$ cat src/sv/pfam_pkg.sv
// Package with the constants, codes and transaction types of the frame allocator.
package pfam_pkg;

    localparam int FRAMES          = 32;
    localparam int DIRS            = 4;
    localparam int FRAME_SIZE_LOG2 = 22;

    localparam int ENTRIES   = 1024;
    localparam int PAGE_W    = 10;
    localparam int FRAME_W   = $clog2(FRAMES);
    localparam int CNT_W     = $clog2(FRAMES + 1);
    localparam int DIR_W     = (DIRS > 1) ? $clog2(DIRS) : 1;
    localparam int ADDR_W    = DIR_W + PAGE_W;
    localparam int DIR_DEPTH = DIRS * ENTRIES;

    // Directory entry layout
    localparam int ENTRY_W     = 14;
    localparam int BIT_PS      = 10;
    localparam int BIT_USER    = 11;
    localparam int BIT_WRITE   = 12;
    localparam int BIT_PRESENT = 13;

    localparam logic [1:0] OP_ALLOC = 2'd0;
    localparam logic [1:0] OP_FREE  = 2'd1;
    localparam logic [1:0] OP_CHECK = 2'd2;

    typedef struct packed {
        logic [1:0]  opcode;
        logic [1:0]  dir_index;
        logic [9:0]  virt_page;
        logic [31:0] amount;
    } pfam_req_t;

    typedef struct packed {
        logic        ok;
        logic [9:0]  frame_index;
        logic [10:0] frees_left;
    } pfam_rsp_t;

    // Commit to the frame pool
    typedef struct packed {
        logic               alloc;
        logic               free_en;
        logic [FRAME_W-1:0] frame;
    } pfam_pool_cmd_t;

    // Pool status; any_free and lowest are registered from the registered bitmap and lag count after a commit
    typedef struct packed {
        logic               any_free;
        logic [FRAME_W-1:0] lowest;
        logic [CNT_W-1:0]   count;
    } pfam_pool_stat_t;

endpackage

$ cat src/sv/pfam_frame_pool.sv
// Frame-in-use bitmap, free counter and registered lowest-free-frame search.
module pfam_frame_pool (
    input  logic                              clk,
    input  logic                              rst_n,
    input  pfam_pkg::pfam_pool_cmd_t          cmd,
    input  logic [9:0]                        probe_frame,
    output logic                              probe_used,
    output pfam_pkg::pfam_pool_stat_t         stat
);
    import pfam_pkg::*;

    logic [FRAMES-1:0]  used_reg, used_next;
    logic [CNT_W-1:0]   count_reg, count_next;
    logic [FRAME_W-1:0] lowest_reg, lowest_next;
    logic               found_reg, found_next;

    always_comb
    begin
        used_next  = used_reg;
        count_next = count_reg;
        if (cmd.alloc)
        begin
            used_next[cmd.frame] = 1'b1;
            count_next           = count_reg - CNT_W'(1);
        end
        else if (cmd.free_en)
        begin
            used_next[cmd.frame] = 1'b0;
            count_next           = count_reg + CNT_W'(1);
        end
    end

    // Priority encoder from frame 1 upward; frame 0 stays reserved
    always_comb
    begin
        lowest_next = '0;
        found_next  = 1'b0;
        for (int f = FRAMES - 1; f >= 1; f--)
        begin
            if (!used_reg[f])
            begin
                lowest_next = FRAME_W'(f);
                found_next  = 1'b1;
            end
        end
    end

    always_ff @(posedge clk or negedge rst_n)
    begin
        if (!rst_n)
        begin
            used_reg   <= FRAMES'(1);
            count_reg  <= CNT_W'(FRAMES - 1);
            lowest_reg <= '0;
            found_reg  <= 1'b0;
        end
        else
        begin
            used_reg   <= used_next;
            count_reg  <= count_next;
            lowest_reg <= lowest_next;
            found_reg  <= found_next;
        end
    end

    assign probe_used = (32'(probe_frame) < FRAMES) && used_reg[probe_frame[FRAME_W-1:0]];

    assign stat.any_free = found_reg;
    assign stat.lowest   = lowest_reg;
    assign stat.count    = count_reg;

endmodule

$ cat config.mk
export PLATFORM = sky130hd
export DESIGN_NAME = pfam_frame_pool
export DESIGN_NICKNAME = d
export VERILOG_FILES = /design/src/sv/pfam_pkg.sv /design/src/sv/pfam_frame_pool.sv
export SDC_FILE = /design/constraint.sdc
export NUM_CORES = 1
export LEC_CHECK = 0
export BUFFER_PORTS_ARGS = -buffer_cell sky130_fd_sc_hd__buf_2
export CAP_MARGIN = 40
export CORE_UTILIZATION = 50
export CTS_CLUSTER_SIZE = 10
export DETAILED_ROUTE_END_ITERATION = 16
export PLACE_DENSITY = 0.7
export SYNTH_ARGS = -nofsm -noshare
export SYNTH_HDL_FRONTEND = slang
export SYNTH_SLANG_ARGS = --single-unit
$ cat constraint.sdc
create_clock -name clk -period 2 [get_ports clk]
set_input_delay 0.1 -clock clk [delete_from_list [all_inputs] [get_ports clk]]
set_output_delay 0.1 -clock clk [all_outputs]
set_load 0.01 [all_outputs]
==> impl_metrics.yaml, run 1 <==
global_route:
  grt.overflow.total: 0
  track_usage: 0.2218
  grt_pass1_vias: 1874
  grt_pass1_wl_mm: 9.059
  antenna_found_initial: 0
  grt_max_degree: 36
finish:
  syn_to_final_growth_pct: 13.70
  n_fill_cell: 409
  design_area_um2: 2929
  final_layout_size_suffix_gt1_frac: 0.2091
  final_cells: 354
  final_util: 0.6041
  nets: 310
  diodes: 0
pwr:
  power_mw: 2.863
  leakagePower_nw: 1.238
  peakVddDrop_mv: 0.7612
  powerDensity_nw_per_um2: 977.3
route:
  via_per_inst: 5.819
  ant_nets: 0
  first_iter_violations: 114
  dr.pass1.iters: 4
  drc_errors: 0
  wl_per_cell_um: 15.27
  vias: 2060
  wl_mm: 5.407
setup_path:
  critical_path_class: "flip-flop to output port"
  crit_arrival_ns: 1.83
  start_kind: "flip-flop"
  endpoint_kind: "output port"
  required_ns: 1.90
  cp_max_fo: 7
synthesis:
  seq_area_frac_synth: 0.4303
  synth.most_common_cell: "dfrtp_1"
  yosysUniqueCellTypes: 46
  synth.cell_area_um2: 2576
  synth_top_cells_by_area: "dfrtp_1, mux4_1, o31ai_1"
  synth_top_area_frac: 0.3691
  synth_edf_count: 0
  ys.flop_type: "dfrtp_1"
  synth_top_cell_by_area: "dfrtp_1"
  synthTopCellsByCount: "dfrtp_1, o21ai_0, o31ai_1, nand2_1"
  synth_fp_nets: 276
  synth_seq_cells: 44
  synth-async-reset-ratio: 1.000
  yosys_warnings: 0
  syn_area_per_cell_um2: 10.22
  syn_inst: 252
sta:
  worst_pin_slew_ns: 0.3890
  setup_tns_ns: 0
  timing.slew.headroom: 0.7383
  final.period_utilization: 0.9644
  min_period_ns: 1.929
  setup_ws_ns: 0.07111
  fmax_ghz: 0.5184
  setup_viol: 0
  whs_ns: 0.1592
  fin_skew_ns: 0.005343
  finalHoldViolCount: 0
  rsz0062_at_grt: "yes"
  finalMaxSlewViolations: 0
place:
  numPortBuffers: 31
  dp_hpwl_mm: 4.030
  place_congestion: 0.8262
  placed_area_um2: 2823
  pre_cts_slack_ns: 0.2947
  dp.cells: 345
die:
  start_util: 0.5314
  io_pins: 32
  core_um2: 4848
  die_y_um: 73.78
  die_w_um: 73.78
  core.rowCount: 25
  die_area_um2: 5443
worst_hold_path:
  hold_path_class: "primary input to async pin"
job:
  max-cap-violations: 0
cts:
  clk_path_buf_depth: 2
  htreeDepth: 2
  cts_inserted_buffers: 5
  path_clk_slew_ns: 0.08
  worst_skew_pair.late_latency_ns: 0.30
  tritoncts: "done"
  clock_sinks: 44
  cts_root_buf: "clkbuf_8"
run_status:
  status: "finished, final reports clean"
## power by group
group          internal (mW)  switching, mW  leakage, nW
clock                  0.281          0.311       0.0445
combinational          0.436          0.438        0.657
sequential              1.16          0.241        0.536
## cell type report
class / instances / area, um2 / area share
Multi-Input combinational cell: 182 / 1346 / 0.4596
Timing Repair Buffer: 42 / 252.7 / 0.08629
Tap cell: 67 / 83.83 / 0.02862
Clock inverter: 1 / 7.507 / 0.002563
Inverter: 11 / 41.29 / 0.01410
Sequential cell: 44 / 1111 / 0.3793
Clock buffer: 7 / 86.33 / 0.02947
## worst paths after layout
| check | start | endpoint | slack, ns | cells after the start |
|---|---|---|---|---|
| max | flip-flop | probe_used | 0.07 | 5 |
| min | rst_n | lowest_reg[0]$_DFF_PN0_ | 0.16 | 2 |
| max reg2reg | count_reg[1]$_DFFE_PN1P_ | count_reg[5]$_DFFE_PN0P_ | 0.26 | 6 |
| min reg2reg | count_reg[5]$_DFFE_PN0P_ | count_reg[5]$_DFFE_PN0P_ | 0.48 | 1 |
| max in group asynchronous | rst_n | count_reg[2]$_DFFE_PN1P_ | 1.20 | 4 |
| min in group clk | cmd[3] | flip-flop | 0.23 | 3 |
## layer usage
layer / share of wire / track usage
met1: 0.47 / 0.3106
met2: 0.47 / 0.3578
met3: 0.042 / 0.02881
met4: 0.012 / 0.07051
met5: 0 / 0
## worst max-delay path, cell delays in order, from the launching register on
cell     delay (ns)
dfrtp_2        0.45
mux4_1         0.49
mux2i_1        0.16
mux4_2         0.26
nor3_2         0.04
buf_2          0.13
## cells in the final DEF (no fill, tap or decap), types with 3 or more instances in the layout
cell type | synthesis | routed
a21oi_1 | 9 | 9
buf_2 | 1 | 31
buf_4 | 2 | 9
clkbuf_8 | 0 | 6
dfrtp_1 | 38 | 36
dfstp_2 | 6 | 6
ha_1 | 4 | 4
inv_1 | 10 | 10
mux2_1 | 5 | 5
mux2i_1 | 7 | 7
mux4_1 | 8 | 8
nand2_1 | 22 | 22
nand2b_1 | 3 | 3
nand3_1 | 7 | 7
nand3b_1 | 4 | 4
nand4_1 | 6 | 6
nor2_1 | 9 | 9
nor4_1 | 4 | 4
o21ai_0 | 27 | 27
o21ai_1 | 9 | 9
o31ai_1 | 24 | 24
or3_1 | 3 | 3
xnor2_1 | 3 | 3
## logic make-up after synthesis
kind of cell               Yosys count  share of synthesized area
AOI/OAI and AO/OA                   80                     0.1923
xor gates and xnor gates             5                    0.01700
adders and majority gates            5                    0.02720
buffers and inverters               26                    0.04711
DFF                                 44                     0.4303
muxes                               22                     0.1438
and+or+nand+nor                     70                     0.1423
## timing repair
action	in CTS	in global routing
setup buffers	0	0
hold endpoints to repair	38	0
endpoints found under the setup margin	0	1
hold buffers	1	0
gates resized for setup	0	2
Note: power is estimated with default switching activity, not from simulation.
==> run 2, diff against run 1 <==
--- a/config.mk
+++ b/config.mk
@@ -7,10 +7,11 @@
 export LEC_CHECK = 0
 export BUFFER_PORTS_ARGS = -buffer_cell sky130_fd_sc_hd__buf_2
 export CAP_MARGIN = 40
-export CORE_UTILIZATION = 50
+export CORE_ASPECT_RATIO = 1.75
+export CORE_UTILIZATION = 45
 export CTS_CLUSTER_SIZE = 10
 export DETAILED_ROUTE_END_ITERATION = 16
-export PLACE_DENSITY = 0.7
+export PLACE_DENSITY_LB_ADDON = 0.1
 export SYNTH_ARGS = -nofsm -noshare
 export SYNTH_HDL_FRONTEND = slang
 export SYNTH_SLANG_ARGS = --single-unit
==> impl_metrics.yaml, run 2 (synthesis results as in run 1) <==
route:
  ant_nets: 0
  wl_per_cell_um: 16.15
  vias: 2077
  drc_errors: 0
  wl_mm: 5.863
  dr.pass1.iters: 5
  first_iter_violations: 37
  via_per_inst: 5.722
die:
  core_um2: 5540
  start_util: 0.4650
  core.rowCount: 36
  io_pins: 32
  die_area_um2: 6044
  die_w_um: 59.20
  die_y_um: 102.1
finish:
  final_common_cell: "dfrtp_1"
  syn_to_final_growth_pct: 14.04
  final_layout_size_suffix_gt1_frac: 0.2125
  nets: 310
  multiInputGateArea_um2: 1343
  seq_area_um2: 1111
  mostFrequentLayoutCells: "dfrtp_1, buf_2, o21ai_0"
  design_area_um2: 2938
  n_fill_cell: 554
  diodes: 0
sta:
  finalMaxSlewViolations: 0
  setup_viol: 0
  rsz0062_at_grt: "yes"
  fmax_ghz: 0.5071
  final.period_utilization: 0.9860
  timing.slew.headroom: 0.6754
  setup_ws_ns: 0.02790
  worst_pin_slew_ns: 0.4858
  finalHoldViolCount: 0
  whs_ns: 0.2224
  fin_skew_ns: 0.01035
  min_period_ns: 1.972
  setup_tns_ns: 0
global_route:
  grt_pass1_wl_mm: 9.963
  grt_pass1_vias: 2056
  antenna_found_initial: 0
  grt_max_degree: 27
  track_usage: 0.2240
  grt.overflow.total: 0
cts:
  clock_sinks: 44
  cts_inserted_buffers: 5
  htreeDepth: 2
  clk_path_buf_depth: 2
  tritoncts: "done"
  cts_root_buf: "clkbuf_8"
  post-cts-setup-buffers: 0
  worst_skew_pair.late_latency_ns: 0.30
  path_clk_slew_ns: 0.09
pwr:
  power_mw: 2.962
  powerDensity_nw_per_um2: 1008
  peakVddDrop_mv: 0.5241
  leakagePower_nw: 1.240
place:
  numPortBuffers: 31
  placed_area_um2: 2821
  pre_cts_slack_ns: 0.2591
  place_congestion: 0.7780
  dp_hpwl_mm: 4.518
job:
  max-cap-violations: 0
worst_hold_path:
  hold_path_class: "primary input to flip-flop"
run_status:
  status: "finished, final reports clean"
setup_path:
  rrSetupSlack_ns: 0.28
  required_ns: 1.90
  crit_arrival_ns: 1.87
  endpoint_kind: "output port"
  critical_path_class: "flip-flop to output port"
  cp_max_fo: 2
  start_kind: "flip-flop"
run 2: cell count changes in the layout (fill, tap and decap cells not counted), sizes merged:
cell      before  now
bufinv         0    1
clkbuf         7    6
clkinv         0    1
clkinvlp       1    0
run 2: timing repair:
action,4_1_cts,5_1_grt
gates resized for setup,0,3
endpoints found under the setup margin,0,1
hold endpoints to repair,16,0
hold buffers,1,0
run 2: per-layer routing:
metal | up-vias | global-route usage | part of all wire
li1 | 1021 | - | -
met3 | 9 | 0.02658 | 0.015
met5 | - | 0 | 0
met2 | 38 | 0.3984 | 0.54
met1 | 1009 | 0.2648 | 0.42
met4 | 0 | 0.09524 | 0.022
run 2: final timing paths:
path	cells after the start	end	from
worst min-delay path	3	flip-flop	cmd[0]
worst min register to register	2	count_reg[3]$_DFFE_PN1P_	count_reg[3]$_DFFE_PN1P_
worst max register to register	6	count_reg[5]$_DFFE_PN0P_	count_reg[1]$_DFFE_PN1P_
min in group asynchronous	2	async pin	rst_n
max in group asynchronous	3	async pin	rst_n
worst max-delay path	5	probe_used	flip-flop
run 2: critical path, stage by stage (launching register included):
cell,delay (ns)
dfstp_2,0.55
mux4_2,0.23
mux2i_1,0.07
mux4_2,0.46
nor3_2,0.11
buf_2,0.15
run 2: power breakdown:
group | leakage (nW) | internal [mW] | switching [mW]
Combinational | 0.648 | 0.439 | 0.444
Sequential | 0.537 | 1.16 | 0.247
Clock | 0.0552 | 0.371 | 0.304
Total | 1.24 | 1.97 | 0.996
run 2: through the flow:
| step | cells | utilization |
|---|---|---|
| CTS | 363 | 0.5305 |
| detailed placement | 354 | 0.5093 |
| global route | 363 | 0.5303 |
| finish | 363 | 0.5303 |
| floorplan | 252 | - |
| global placement | 354 | 0.5093 |
run 2: final cells by class:
class,count,share of cell area
Clock buffer,6,0.02470
Sequential cell,44,0.3782
Tap cell,76,0.03237
Inverter,11,0.01405
Timing Repair Buffer,42,0.08177
Clock inverter,2,0.01193
Multi-Input combinational cell,182,0.4570
==> run 3, diff against run 2 <==
--- a/config.mk
+++ b/config.mk
@@ -11,7 +11,7 @@
 export CORE_UTILIZATION = 45
 export CTS_CLUSTER_SIZE = 10
 export DETAILED_ROUTE_END_ITERATION = 16
-export PLACE_DENSITY_LB_ADDON = 0.1
+export GPL_ROUTABILITY_DRIVEN = 0
 export SYNTH_ARGS = -nofsm -noshare
 export SYNTH_HDL_FRONTEND = slang
 export SYNTH_SLANG_ARGS = --single-unit
==> impl_metrics.yaml, run 3 (synthesis results as in run 1) <==
die:
  die_area_um2: 6044
  core_um2: 5540
  start_util: 0.4650
  die_y_um: 102.1
  io_pins: 32
  core.rowCount: 36
  die_w_um: 59.20
global_route:
  grt_max_degree: 27
  grt.overflow.total: 0
  grt_pass1_wl_mm: 9.825
  track_usage: 0.2171
  antenna_found_initial: 0
  grt_pass1_vias: 2026
cts:
  worst_skew_pair.late_latency_ns: 0.29
  cts_inserted_buffers: 5
  tritoncts: "done"
  cts_root_buf: "clkbuf_8"
  path_clk_slew_ns: 0.08
  clk_path_buf_depth: 2
  htreeDepth: 2
  clock_sinks: 44
sta:
  fin_skew_ns: 0.005853
  finalHoldViolCount: 0
  timing.slew.headroom: 0.5439
  worst_pin_slew_ns: 0.6817
  rsz0062_at_grt: "yes"
  final.period_utilization: 0.9925
  setup_ws_ns: 0.01501
  setup_viol: 0
  finalMaxSlewViolations: 0
  setup_tns_ns: 0
  min_period_ns: 1.985
  fmax_ghz: 0.5038
finish:
  n_fill_cell: 534
  nets: 309
  final_layout_size_suffix_gt1_frac: 0.2098
  mostFrequentLayoutCells: "dfrtp_1, buf_2, o21ai_0"
  syn_to_final_growth_pct: 13.31
  multiInputGateArea_um2: 1346
  final_common_cell: "dfrtp_1"
  seq_area_um2: 1111
  diodes: 0
route:
  vias: 2067
  ant_nets: 0
  wl_mm: 5.849
  wl_per_cell_um: 16.16
  dr.pass1.iters: 4
  drc_errors: 0
  first_iter_violations: 54
  via_per_inst: 5.710
setup_path:
  endpoint_kind: "output port"
  crit_arrival_ns: 1.88
  rrSetupSlack_ns: 0.29
  critical_path_class: "flip-flop to output port"
  start_kind: "flip-flop"
  cp_max_fo: 2
  crit_path_max_incr_delay_ns: 0.55
  crit_chain: "mux4_1, mux2i_1, mux4_2, nor3_2, buf_2"
  cpMaxStageDelayCell: "dfstp_2"
  required_ns: 1.90
place:
  numPortBuffers: 31
  dp_hpwl_mm: 4.541
  pre_cts_slack_ns: 0.2911
pwr:
  leakagePower_nw: 1.235
  peakVddDrop_mv: 0.5527
  powerDensity_nw_per_um2: 980.1
run_status:
  status: "finished, final reports clean"
job:
  max-cap-violations: 0
worst_hold_path:
  hold_path_class: "primary input to flip-flop"
==> run 3: cell types whose count changed in the layout (fill, tap and decap cells not counted) <==
| cell | before | now |
|---|---|---|
| clkbuf_8 | 5 | 6 |
| bufinv_16 | 1 | 0 |
| mux4_1 | 7 | 8 |
| mux4_2 | 2 | 1 |
| clkbuf_1 | 1 | 0 |
| buf_4 | 10 | 9 |
| clkinv_2 | 1 | 2 |
==> run 3: power breakdown <==
part | leakage (nW) | switching, mW | internal [mW]
clock network | 0.0510 | 0.298 | 0.276
registers | 0.536 | 0.242 | 1.16
logic | 0.648 | 0.450 | 0.439
==> run 3: worst max-delay path: cells and delay by family, from the launching register on <==
kind | cells | cell delay, ns
muxes | 3 | 0.79
DFF | 1 | 0.55
buffers and inverters | 1 | 0.14
and+or+nand+nor | 1 | 0.11
==> run 3: metal layers <==
layer,track usage,wire (um),vias to the layer above
met5,0,0,-
met4,0.09707,119,0
met3,0.02911,142,10
met2,0.3803,3160,44
met1,0.2578,2427,986
li1,-,-,1027
==> run 3: area by class of cell <==
class / instances / area share
Inverter: 11 / 0.01414
Clock inverter: 2 / 0.003429
Clock buffer: 6 / 0.02829
Sequential cell: 44 / 0.3806
Timing Repair Buffer: 41 / 0.07973
Tap cell: 76 / 0.03258
Multi-Input combinational cell: 182 / 0.4612
==> run 3: stage by stage <==
stage	instances	hold WS, ns	cell area [um2]	utilization	power, mW
final	362	0.2184	2919	0.5269	2.861
after global placement	352	0.03877	2806	0.5065	2.287
after floorplan	252	-0.1956	2576	-	1.985
after global routing	362	0.2529	2919	0.5269	3.072
after detailed placement	352	0.04705	2806	0.5065	2.300
after CTS	361	0.2200	2909	0.5251	2.875
==> run 3: path summary, 6_finish.rpt <==
kind                                     startpoint                       end  cells after the start
hold / removal                               cmd[5]  count_reg[4]$_DFFE_PN1P_                      4
max in group asynchronous                     rst_n                 async pin                      3
setup reg to reg           count_reg[1]$_DFFE_PN1P_  count_reg[5]$_DFFE_PN0P_                      6
setup / recovery                          flip-flop                probe_used                      5
min in group asynchronous                     rst_n   lowest_reg[2]$_DFF_PN0_                      2
hold reg to reg            count_reg[4]$_DFFE_PN1P_  count_reg[4]$_DFFE_PN1P_                      2
==> run 3: timing repair <==
item                                    4_1_cts  5_1_grt
hold buffers                                  1        0
buffers inserted                              0        1
endpoints found under the hold margin        16        0
gates resized for setup                       0        2
endpoints found under the setup margin        1        1
